**src/bcle_pkg.sv**
```systemverilog
`default_nettype none
package bcle_pkg;

   localparam logic [2:0] OP_DELETE_FIRST   = 3'd0;
   localparam logic [2:0] OP_DELETE_ALL     = 3'd1;
   localparam logic [2:0] OP_FIND           = 3'd2;
   localparam logic [2:0] OP_INSERT_UNIQUE  = 3'd3;
   localparam logic [2:0] OP_INSERT_SORTED  = 3'd4;

   localparam logic [1:0] STATUS_DONE       = 2'd0;
   localparam logic [1:0] STATUS_NOT_FOUND  = 2'd1;
   localparam logic [1:0] STATUS_PRESENT    = 2'd2;
   localparam logic [1:0] STATUS_FULL       = 2'd3;

   typedef struct packed {
      logic [2:0]        op;
      logic signed [7:0] value;
   } req_type;

   typedef struct packed {
      logic       found;
      logic [1:0] status;
      logic [4:0] removed;
      logic [4:0] length;
   } rsp_type;

   typedef struct packed {
      logic load;
      logic issue;
      logic finish;
   } cmd_type;

   typedef enum logic [1:0] {
      FSM_IDLE,
      FSM_SCAN,
      FSM_FINISH
   } state_type;

endpackage
`default_nettype wire

```
**src/bcle_ram.sv**
```systemverilog
`default_nettype none
module bcle_ram #(
   parameter int WIDTH = 8,
   parameter int DEPTH = 16
) (
   input  wire logic                                   clock,
   input  wire logic                                   we,
   input  wire logic [(DEPTH > 1 ? $clog2(DEPTH) : 1)-1:0] waddr,
   input  wire logic [WIDTH-1:0]                       wdata,
   input  wire logic                                   re,
   input  wire logic [(DEPTH > 1 ? $clog2(DEPTH) : 1)-1:0] raddr,
   output logic      [WIDTH-1:0]                       rdata
);

   logic [WIDTH-1:0] mem [DEPTH];

   always_ff @(posedge clock) begin
      if (we) begin
         mem[waddr] <= wdata;
      end
      if (re) begin
         rdata <= mem[raddr];
      end
   end

endmodule
`default_nettype wire

```
**src/bcle_controller.sv**
```systemverilog
`default_nettype none
module bcle_controller (
   input  wire logic         clock,
   input  wire logic         reset,
   input  wire logic         start,
   input  wire logic         scan_done,
   output logic              busy,
   output bcle_pkg::cmd_type cmd
);

   bcle_pkg::state_type state_ff;
   bcle_pkg::state_type state_in;

   always_ff @(posedge clock) begin
      if (reset) begin
         state_ff <= bcle_pkg::FSM_IDLE;
      end else begin
         state_ff <= state_in;
      end
   end

   always_comb begin
      state_in = state_ff;
      case (state_ff)
         bcle_pkg::FSM_IDLE: begin
            if (start) begin
               state_in = bcle_pkg::FSM_SCAN;
            end
         end
         bcle_pkg::FSM_SCAN: begin
            if (scan_done) begin
               state_in = bcle_pkg::FSM_FINISH;
            end
         end
         bcle_pkg::FSM_FINISH: begin
            state_in = bcle_pkg::FSM_IDLE;
         end
         default: begin
            state_in = bcle_pkg::FSM_IDLE;
         end
      endcase
   end

   always_comb begin
      cmd  = '0;
      busy = 1'b1;
      case (state_ff)
         bcle_pkg::FSM_IDLE: begin
            busy     = 1'b0;
            cmd.load = start;
         end
         bcle_pkg::FSM_SCAN: begin
            cmd.issue = 1'b1;
         end
         bcle_pkg::FSM_FINISH: begin
            cmd.finish = 1'b1;
         end
         default: begin
            busy = 1'b1;
         end
      endcase
   end

endmodule
`default_nettype wire

```
**src/bcle_datapath.sv**
```systemverilog
`default_nettype none
module bcle_datapath #(
   parameter int CAPACITY = 16
) (
   input  wire logic              clock,
   input  wire logic              reset,
   input  wire bcle_pkg::cmd_type cmd,
   input  wire bcle_pkg::req_type req,
   output logic                   scan_done,
   output logic                   rsp_strobe,
   output bcle_pkg::rsp_type      rsp
);

   localparam int IW = (CAPACITY > 1) ? $clog2(CAPACITY) : 1;
   localparam int CW = $clog2(CAPACITY + 1);

   logic [CW-1:0]     used_ff, used_in;
   logic [2:0]        op_ff, op_in;
   logic signed [7:0] value_ff, value_in;
   logic [CW-1:0]     rd_ptr_ff, rd_ptr_in;
   logic [IW-1:0]     pos_ff, pos_in;
   logic              data_valid_ff, data_valid_in;
   logic [CW-1:0]     wr_ptr_ff, wr_ptr_in;
   logic [CW-1:0]     removed_ff, removed_in;
   logic              found_ff, found_in;
   logic              ins_done_ff, ins_done_in;
   logic [7:0]        carry_ff, carry_in;
   logic              full_ff, full_in;
   bcle_pkg::rsp_type rsp_ff, rsp_in;
   logic              rsp_strobe_ff, rsp_strobe_in;

   logic          more;
   logic          rd_en;
   logic          match;
   logic          drop;
   logic          we;
   logic [IW-1:0] waddr;
   logic [7:0]    wdata;
   logic [7:0]    rd_data;
   logic [1:0]    status;

   bcle_ram #(
      .WIDTH(8),
      .DEPTH(CAPACITY)
   ) u_ram (
      .clock(clock),
      .we   (we),
      .waddr(waddr),
      .wdata(wdata),
      .re   (rd_en),
      .raddr(rd_ptr_ff[IW-1:0]),
      .rdata(rd_data)
   );

   always_ff @(posedge clock) begin
      if (reset) begin
         used_ff       <= '0;
         data_valid_ff <= 1'b0;
         rsp_strobe_ff <= 1'b0;
      end else begin
         used_ff       <= used_in;
         data_valid_ff <= data_valid_in;
         rsp_strobe_ff <= rsp_strobe_in;
      end
      op_ff       <= op_in;
      value_ff    <= value_in;
      rd_ptr_ff   <= rd_ptr_in;
      pos_ff      <= pos_in;
      wr_ptr_ff   <= wr_ptr_in;
      removed_ff  <= removed_in;
      found_ff    <= found_in;
      ins_done_ff <= ins_done_in;
      carry_ff    <= carry_in;
      full_ff     <= full_in;
      rsp_ff      <= rsp_in;
   end

   always_comb begin
      more      = rd_ptr_ff < used_ff;
      rd_en     = cmd.issue && more;
      scan_done = !more && !data_valid_ff;
      match     = data_valid_ff && (rd_data == value_ff);
      drop      = 1'b0;
      status    = bcle_pkg::STATUS_DONE;

      used_in       = used_ff;
      op_in         = op_ff;
      value_in      = value_ff;
      rd_ptr_in     = rd_ptr_ff;
      pos_in        = pos_ff;
      data_valid_in = rd_en;
      wr_ptr_in     = wr_ptr_ff;
      removed_in    = removed_ff;
      found_in      = found_ff;
      ins_done_in   = ins_done_ff;
      carry_in      = carry_ff;
      full_in       = full_ff;
      rsp_in        = rsp_ff;
      rsp_strobe_in = cmd.finish;

      we    = 1'b0;
      waddr = wr_ptr_ff[IW-1:0];
      wdata = rd_data;

      if (cmd.load) begin
         op_in       = req.op;
         value_in    = req.value;
         rd_ptr_in   = '0;
         wr_ptr_in   = '0;
         removed_in  = '0;
         found_in    = 1'b0;
         ins_done_in = 1'b0;
         full_in     = (used_ff == CW'(CAPACITY));
      end

      if (rd_en) begin
         rd_ptr_in = rd_ptr_ff + 1'b1;
         pos_in    = rd_ptr_ff[IW-1:0];
      end

      // one stored entry per cycle: flag a match, compact for deletes, ripple for sorted insert
      if (data_valid_ff) begin
         if (match) begin
            found_in = 1'b1;
         end
         case (op_ff)
            bcle_pkg::OP_DELETE_FIRST, bcle_pkg::OP_DELETE_ALL: begin
               drop = match && ((op_ff == bcle_pkg::OP_DELETE_ALL) || (removed_ff == '0));
               if (drop) begin
                  removed_in = removed_ff + 1'b1;
               end else begin
                  we        = 1'b1;
                  waddr     = wr_ptr_ff[IW-1:0];
                  wdata     = rd_data;
                  wr_ptr_in = wr_ptr_ff + 1'b1;
               end
            end
            bcle_pkg::OP_INSERT_SORTED: begin
               if (!full_ff) begin
                  if (ins_done_ff) begin
                     we       = 1'b1;
                     waddr    = pos_ff;
                     wdata    = carry_ff;
                     carry_in = rd_data;
                  end else if ($signed(rd_data) >= value_ff) begin
                     we          = 1'b1;
                     waddr       = pos_ff;
                     wdata       = value_ff;
                     carry_in    = rd_data;
                     ins_done_in = 1'b1;
                  end
               end
            end
            default: begin
               drop = 1'b0;
            end
         endcase
      end

      if (cmd.finish) begin
         status = found_ff ? bcle_pkg::STATUS_DONE : bcle_pkg::STATUS_NOT_FOUND;
         case (op_ff)
            bcle_pkg::OP_DELETE_FIRST, bcle_pkg::OP_DELETE_ALL: begin
               used_in = used_ff - removed_ff;
            end
            bcle_pkg::OP_INSERT_UNIQUE: begin
               if (found_ff) begin
                  status = bcle_pkg::STATUS_PRESENT;
               end else if (full_ff) begin
                  status = bcle_pkg::STATUS_FULL;
               end else begin
                  status  = bcle_pkg::STATUS_DONE;
                  we      = 1'b1;
                  waddr   = used_ff[IW-1:0];
                  wdata   = value_ff;
                  used_in = used_ff + 1'b1;
               end
            end
            bcle_pkg::OP_INSERT_SORTED: begin
               if (full_ff) begin
                  status = bcle_pkg::STATUS_FULL;
               end else begin
                  // the displaced last entry, or the value itself, lands at the tail
                  status  = bcle_pkg::STATUS_DONE;
                  we      = 1'b1;
                  waddr   = used_ff[IW-1:0];
                  wdata   = ins_done_ff ? carry_ff : value_ff;
                  used_in = used_ff + 1'b1;
               end
            end
            default: begin
               used_in = used_ff;
            end
         endcase
         rsp_in.found   = found_ff;
         rsp_in.status  = status;
         rsp_in.removed = 5'(removed_ff);
         rsp_in.length  = 5'(used_in);
      end
   end

   assign rsp        = rsp_ff;
   assign rsp_strobe = rsp_strobe_ff;

endmodule
`default_nettype wire

```
**src/bounded_char_list_engine.sv**
```systemverilog
`default_nettype none
// start loads the request, then the scan visits each of the L entries held
// at the start; the scan reads one stored entry per cycle through the single ram read port
// busy falls in the cycle the result is shown, so a new request can start then;
// a new request is taken only once busy has fallen, not during a scan
// rsp_strobe is high for one cycle and the receiver cannot stall it
// synchronous reset empties the list; stored entries are not cleared
module bounded_char_list_engine #(
   parameter int CAPACITY = 16
) (
   input  wire logic              clock,
   input  wire logic              reset,
   input  wire logic              start,
   output logic                   busy,
   input  wire bcle_pkg::req_type req_data,
   output logic                   rsp_strobe,
   output bcle_pkg::rsp_type      rsp_data
);

   bcle_pkg::cmd_type cmd;
   logic              scan_done;

   bcle_controller u_controller (
      .clock    (clock),
      .reset    (reset),
      .start    (start),
      .scan_done(scan_done),
      .busy     (busy),
      .cmd      (cmd)
   );

   bcle_datapath #(
      .CAPACITY(CAPACITY)
   ) u_datapath (
      .clock     (clock),
      .reset     (reset),
      .cmd       (cmd),
      .req       (req_data),
      .scan_done (scan_done),
      .rsp_strobe(rsp_strobe),
      .rsp       (rsp_data)
   );

endmodule
`default_nettype wire

```
**config.mk**
```make
export PLATFORM = sky130hd
export DESIGN_NAME = bounded_char_list_engine
export DESIGN_NICKNAME = d
export VERILOG_FILES = /design/src/bcle_pkg.sv /design/src/bcle_ram.sv /design/src/bcle_controller.sv /design/src/bcle_datapath.sv /design/src/bounded_char_list_engine.sv
export SDC_FILE = /design/constraint.sdc
export NUM_CORES = 1
export LEC_CHECK = 0
export ABC_AREA = 1
export BUFFER_PORTS_ARGS = -buffer_cell sky130_fd_sc_hd__buf_2
export CAP_MARGIN = 20
export CORE_MARGIN = 10
export CORE_UTILIZATION = 62
export DETAILED_ROUTE_END_ITERATION = 8
export GPL_ROUTABILITY_DRIVEN = 0
export PLACE_DENSITY = 0.8
export SYNTH_ARGS = -nofsm -noshare
export SYNTH_HDL_FRONTEND = slang
export SYNTH_SLANG_ARGS = --single-unit
export TNS_END_PERCENT = 50
```
**constraint.sdc**
```tcl
create_clock -name clock -period 3.65 [get_ports clock]
set_clock_uncertainty 0.15 [all_clocks]
set_input_delay 0.73 -clock clock [delete_from_list [all_inputs] [get_ports clock]]
set_output_delay 0.73 -clock clock [all_outputs]
set_load 0.02 [all_outputs]
```
# Word-level counts from Yosys, hierarchy flattened
# Memory sizes are Yosys's and may differ from the RTL's. A register that Yosys moved wholly into a read port is not among the register bits.
# Cells that the tools add are included.
dict set report totals {
  inputBits 14
  word_cells 118
  mem_count 1
  ramBits 128
  latchBits 0
  output_inout_bits 15
  ff_bits 63
  rom_bits 0
}
# memory depth word_bits read_ports rd_ports_with_merged_regs wr line_no
set mem_list {}
lappend mem_list {u_datapath.u_ram.mem 16 8 1 1 1 bcle_ram.sv:15} ;# logic [WIDTH-1:0] mem [DEPTH];
dict set report op_classes {
  addsub 5
  n_bitwise 1
  n_shift 0
  n_lt_le_gt_ge 2
  n_div 0
  n_eq_ne 9
  mul 0
  n_mux 67
  reduce_logical 15
}
# op count
set op_table {}
lappend op_table {{$mux W8} 12}
lappend op_table {{$mux W5} 12}
lappend op_table {{$mux W4} 8}
lappend op_table {{$mux W1} 24}
lappend op_table {{$add A5 B1 Y5 const B} 4}
lappend op_table {{$pmux W8 S2} 1}
lappend op_table {{$pmux W5 S3} 1}
lappend op_table {{$eq A8 B8 Y1} 1}
lappend op_table {{$ge A8 B8 Y1} 1}
lappend op_table {{$mux W2} 4}
lappend op_table {{$pmux W2 S2} 2}
lappend op_table {{$pmux W4 S2} 1}
lappend op_table {{$eq A5 B5 Y1 const B} 1}
lappend op_table {{$logic_not A5 Y1} 1}
lappend op_table {{$lt A5 B5 Y1} 1}
lappend op_table {{$sub A5 B5 Y5} 1}
lappend op_table {{$logic_and A1 B1 Y1} 4}
lappend op_table {{$ne A2 B2 Y1 const B} 2}
lappend op_table {{$pmux W1 S2} 2}
lappend op_table {{$reduce_and A4 Y1} 1}
lappend op_table {{$reduce_bool A2 Y1} 2}
lappend op_table {{$eq A3 B1 Y1 const B} 1}
lappend op_table {{$eq A3 B2 Y1 const B} 1}
lappend op_table {{$eq A3 B3 Y1 const B} 1}
lappend op_table {{9 further kinds} 10}

# Longest topological paths before layout
dict set report logic_depth {
  ltp_word 12
  ltp_mapped 18
}

# By module
# Synthesis repeated with hierarchy kept, for this count alone.
dict set report hier_totals {
  cells_unflattened 987
  hier_area_um2 9440.3
}
# module seq_area_each_um2 area_per_inst_um2 instances cells_per_inst
set modules_own_cells {}
lappend modules_own_cells {bcle_ram 4083.9 5846.9 1 551}
lappend modules_own_cells {bcle_datapath 1621.6 3488.3 1 421}
lappend modules_own_cells {bcle_controller 40.0 105.1 1 15}

# Least setup slack after synthesis
# Ideal clock, no wire load.
dict set report synth_path {
  path_kind {register to register}
  from {register u_datapath.u_ram.rdata[7] (read register of u_datapath.u_ram.mem)}
  to {memory u_datapath.u_ram.mem[10][0] (enable)}
  setup_slack_ps 1024
  stages_incl_launch_ff 14
  synth_period_minus_slack_ps 2626
  t_required_ps 3130
  n_path_buf 0
  arrival_time_ps 2105
  cell_sequence {edfxtp_1 > ha_1 > a21o_1 > nor2_1 > nand2_1 > nand2_1 > nand3_2 > nand2_4 > nand3b_1 > nand3_1 > nand2_2 > inv_2 > nand2_2 > nor2_1}
}
dict set report synth_between {
  elab_chain_cells 12
  word_cells_on_any_way 25
}
# item line_no
set synth_lines {}
lappend synth_lines {{start: declaration} bcle_ram.sv:12} ;# output logic [WIDTH-1:0] rdata
lappend synth_lines {{$ge A8 B8 Y1 or $eq A8 B8 Y1 (tied branches)} {bcle_datapath.sv:145, bcle_datapath.sv:82}}
lappend synth_lines {{$mux W1 or $logic_and A1 B1 Y1 (tied branches)} {bcle_datapath.sv:145, bcle_datapath.sv:82}}
lappend synth_lines {{$mux W1 or $logic_and A1 B1 Y1 (tied branches)} {bcle_datapath.sv:140, bcle_datapath.sv:128}}
lappend synth_lines {{$mux W1 (on tied branches)} {bcle_datapath.sv:139, bcle_datapath.sv:129}}
lappend synth_lines {{$pmux W1 S2} bcle_datapath.sv:126} ;# case (op_ff)
lappend synth_lines {{$mux W1} bcle_datapath.sv:122} ;# if (data_valid_ff) begin
lappend synth_lines {{$mux W1} {bcle_datapath.sv:169, bcle_datapath.sv:180}}
lappend synth_lines {{$mux W1} bcle_datapath.sv:167} ;# if (found_ff) begin
lappend synth_lines {{$pmux W1 S2} bcle_datapath.sv:162} ;# case (op_ff)
lappend synth_lines {{$mux W1} bcle_datapath.sv:160} ;# if (cmd.finish) begin
lappend synth_lines {{$mux W1} bcle_ram.sv:18} ;# if (we) begin
lappend synth_lines {{$mux W1 (implied by the code)} bcle_ram.sv:19} ;# mem[waddr] <= wdata;
lappend synth_lines {{end: declaration} bcle_ram.sv:15}
# Parallel ways exist; a longest one is shown, timed or not.

# Worst setup path in the final report
dict set report layout_path {
  from {register u_datapath.value_ff[7]}
  to {memory u_datapath.u_ram.mem[9][6] (enable)}
}
dict set report layout_between {
  elab_chain_cells 12
  word_cells_on_any_way 25
}
# item line_no
set layout_lines {}
lappend layout_lines {{start: declaration} bcle_datapath.sv:19} ;# logic signed [7:0] value_ff, value_in;
lappend layout_lines {{start signal: assignment} bcle_datapath.sv:66} ;# value_ff <= value_in;
lappend layout_lines {{$ge A8 B8 Y1 or $eq A8 B8 Y1 (tied branches)} {bcle_datapath.sv:145, bcle_datapath.sv:82}}
lappend layout_lines {{$mux W1 or $logic_and A1 B1 Y1 (tied branches)} {bcle_datapath.sv:145, bcle_datapath.sv:82}}
lappend layout_lines {{$mux W1 or $logic_and A1 B1 Y1 (tied branches)} {bcle_datapath.sv:140, bcle_datapath.sv:128}}
lappend layout_lines {{$mux W1 (on tied branches)} {bcle_datapath.sv:139, bcle_datapath.sv:129}}
lappend layout_lines {{$pmux W1 S2} bcle_datapath.sv:126}
lappend layout_lines {{$mux W1} bcle_datapath.sv:122}
lappend layout_lines {{$mux W1} {bcle_datapath.sv:169, bcle_datapath.sv:180}}
lappend layout_lines {{$mux W1} bcle_datapath.sv:167}
lappend layout_lines {{$pmux W1 S2} bcle_datapath.sv:162}
lappend layout_lines {{$mux W1} bcle_datapath.sv:160}
lappend layout_lines {{$mux W1} bcle_ram.sv:18}
lappend layout_lines {{$mux W1 (implied by the code)} bcle_ram.sv:19}
# Parallel ways exist; a longest one is shown, timed or not.

==> flow_metrics.tcl <==
set metrics [dict create \
    outcome "completed" \
    grt_max_degree 68 \
    drt_wl_total_um 20600 \
    drtAntennaViolNets 0 \
    holdCritStartpoint "req_data[6]" \
    use_met2_pct 34.1 \
    remaining_drc_errors 0 \
    multiInputGateArea_sq_um 2800 \
    pre_cts_slack_ps 532 \
    finalCritPeriodShare_pct 87.2 \
    ctsHoldBuffers 0 \
    via_per_inst 6.34 \
    critPathRequiredTime_ps 3580 \
    start_kind "flop" \
    htreeDepth 4 \
    synth_cell_type_count 46 \
    dr.pass1.iters 5 \
    core-area_sq_um 14000 \
    worstReg2RegStart "u_datapath.value_ff[7]" \
    end_kind "flop" \
    postCtsSetupBuffers 0 \
    wl_per_cell_um 20.7 \
    root_buffer "clkbuf_16" \
    die_area_sq_um 19600 \
    ys_warn_count 0 \
    tightestPinTransition_ps 831 \
    clkLatencyLatePin_ps 450 \
    critPathKind "flop to flop" \
    cts_sinks 198 \
    cts.repair.resized 0 \
    avgSynthCellArea_sq_um 11.7 \
    max_freq_mhz 314 \
    ir_drop_mv 0.402 \
    fillers 923 \
    reg2reg_depth 12 \
    antenna_cells 0 \
    grt-busiest-layer "met2" \
    grt_pass1_vias 6149 \
    seqCellArea_sq_um 5750 \
    track_usage_pct 21.3 \
    arrival_ps 3110 \
    drtIter0Drc 935 \
    nNetsFinal 837 \
    rsz0062_at_grt "no" \
    ys_seq_area_share_pct 64.2 \
    drive_gt1_share_pct 14.2 \
    hold_depth 1 \
    crit_fanout 8 \
    initial_core_util_pct 64.0 \
    min_to "u_datapath.value_ff[6]" \
    portBuffers 28 \
    num_rows 43 \
    vias 6287 \
    grt_pass1_wl_um 33100 \
    area_growth_pct 11.1 \
    slew_violations 0 \
    min_path_type "input pin to flop" \
    finalHoldViolCount 0 \
    worst_slew_margin_rel_pct 44.6 \
    powerDensity_nw_per_um2 520 \
    r2r-end "u_datapath.u_ram.mem[9][6]" \
    path_clk_slew_ps 80 \
    synthesis.nets 803 \
    drv_cap 0 \
    setup_slack_ps 469 \
    use_met3_pct 4.67 \
    cts_tree "built" \
    fp.dieW_um 140 \
    syn_inst 765 \
    hpwlAfterDp_um 14000 \
    r2r_slack_ps 470 \
    cts_buffer_depth 2 \
    setup_tns_ps 0 \
    use_met1_pct 27.6 \
    numCtsBuffers 17 \
    ys_ff_latch 198 \
    min_period_ps 3180 \
    die_y_um 140 \
    finalSetupViolations 0 \
    antenna_found_initial 0 \
    p_leak_nw 3.66 \
    io_pins 29 \
    gr-total-overflow 0 \
    synth_area_sq_um 8950 \
]
## flip-flops by register name, indices dropped and copies added, names as in the netlist, 5 cells and up
register,cells
u_datapath.u_ram.rdata,8
u_datapath.used_ff,5
u_datapath.rsp,13
u_datapath.value_ff,8
u_datapath.rd_ptr_ff,5
u_datapath.removed_ff,5
u_datapath.u_ram.mem,128
u_datapath.carry_ff,8
## area by class of cell
| class | count | area share, % |
|---|---|---|
| timing repair buffer | 44 | 2.74 |
| tap | 180 | 2.27 |
| clock inverter | 15 | 1.94 |
| inverter | 74 | 2.82 |
| clock buffer | 17 | 4.28 |
| sequential | 198 | 57.8 |
| multi-input combinational | 464 | 28.1 |
## through the flow
| stage | hold WS (ps) | power (mW) | utilization [%] | cells | area, sq um |
|---|---|---|---|---|---|
| final | 304 | 5.16 | 71.1 | 992 | 9940 |
| after global routing | 305 | 5.33 | 71.1 | 992 | 9940 |
| after CTS | 298 | 5.17 | 71.1 | 992 | 9940 |
| after detailed placement | 287 | 3.28 | 66.6 | 960 | 9320 |
| after global placement | 278 | 3.25 | 66.6 | 960 | 9320 |
| after floorplan | 258 | 3.07 | - | 765 | 8950 |
## layout by cell type, fill, tap and decap left out, types with 9 or more instances in the layout
cell | netlist | layout
edfxtp_1 | 178 | 178
o221ai_1 | 24 | 24
buf_2 | 5 | 28
inv_1 | 67 | 67
nand3_1 | 28 | 28
o211ai_1 | 21 | 21
nand2_1 | 74 | 74
buf_4 | 1 | 15
nand2_2 | 12 | 12
o21ai_0 | 61 | 61
clkbuf_16 | 0 | 17
dfxtp_1 | 20 | 20
nor2_1 | 101 | 101
a21oi_1 | 25 | 25
o32ai_1 | 9 | 9
ha_1 | 23 | 23
mux2i_1 | 23 | 23
## worst max path at each step
| stage | startpoint | to | slack, ps | cells after the start |
|---|---|---|---|---|
| floorplan | u_datapath.u_ram.rdata[7] | u_datapath.u_ram.mem[10][0] | 1020 | 13 |
| finish | u_datapath.value_ff[7] | u_datapath.u_ram.mem[9][6] | 470 | 12 |
| global route | u_datapath.value_ff[7] | u_datapath.u_ram.mem[10][7] | 200 | 12 |
| global placement | u_datapath.value_ff[7] | u_datapath.u_ram.mem[9][6] | 680 | 12 |
| detailed placement | u_datapath.u_ram.rdata[7] | u_datapath.u_ram.mem[10][4] | 530 | 11 |
| CTS | u_datapath.value_ff[7] | u_datapath.u_ram.mem[10][0] | 500 | 12 |
## cells in the mapped netlist (all sizes together)
library cell / n / area, sq um
edfxtp: 178 / 5350
nor2: 108 / 465
nand2: 90 / 398
inv: 73 / 277
o21ai: 65 / 325
nand3: 36 / 228
a21oi: 25 / 125
o221ai: 24 / 210
ha: 23 / 288
mux2i: 23 / 230
o211ai: 21 / 158
clkbuf: 20 / 75.1
dfxtp: 20 / 400
buf: 9 / 51.3
o32ai: 9 / 78.8
nand4: 7 / 50.1
nor3: 6 / 30.0
a31oi: 5 / 31.3
a22oi: 3 / 22.5
o22ai: 3 / 18.8
xor2: 3 / 26.3
a21o: 2 / 15.0
o21bai: 2 / 15.0
or2: 2 / 12.5
xnor2: 2 / 17.5
a21boi: 1 / 7.51
a221o: 1 / 10.0
clkinv: 1 / 3.75
fa: 1 / 20.0
nand3b: 1 / 7.51
o31ai: 1 / 7.51
## worst max-delay path, cell delays in order (launching register included)
cell,delay [ps]
edfxtp_1,410
inv_1,60
ha_1,330
nand2_1,100
nor2_1,140
nand4_1,220
nand4_1,260
nand3_1,130
nand2_1,90
nand2_1,50
nand2_1,120
nand3_2,150
nor2_1,600
## metal layers
metal | part of all wire (%) | wire, um | vias to the layer above
met3 | 9.1 | 1880 | 40
met2 | 49 | 10100 | 338
met4 | 2.2 | 456 | 0
met5 | 0 | 0 | -
met1 | 40 | 8140 | 3068
li1 | - | - | 2841
## kinds of logic (layout without fill, tap and decap cells)
| kind of cell | Yosys count | after routing | synth area share (%) |
|---|---|---|---|
| DFF | 198 | 198 | 64.2 |
| muxes | 23 | 23 | 2.57 |
| and+or+nand+nor | 250 | 250 | 13.3 |
| AOI/OAI and AO/OA | 162 | 162 | 11.4 |
| xor gates and xnor gates | 5 | 5 | 0.489 |
| buffers and inverters | 103 | 150 | 4.54 |
| adders and majority gates | 24 | 24 | 3.44 |
## power by group
part	leakage (nW)	internal [mW]	total, mW	switching [mW]
sequential	1.78	2.55	2.61	0.0572
clock	0.303	0.996	1.92	0.920
combinational	1.58	0.199	0.641	0.441
(Power assumes the default switching activity.)
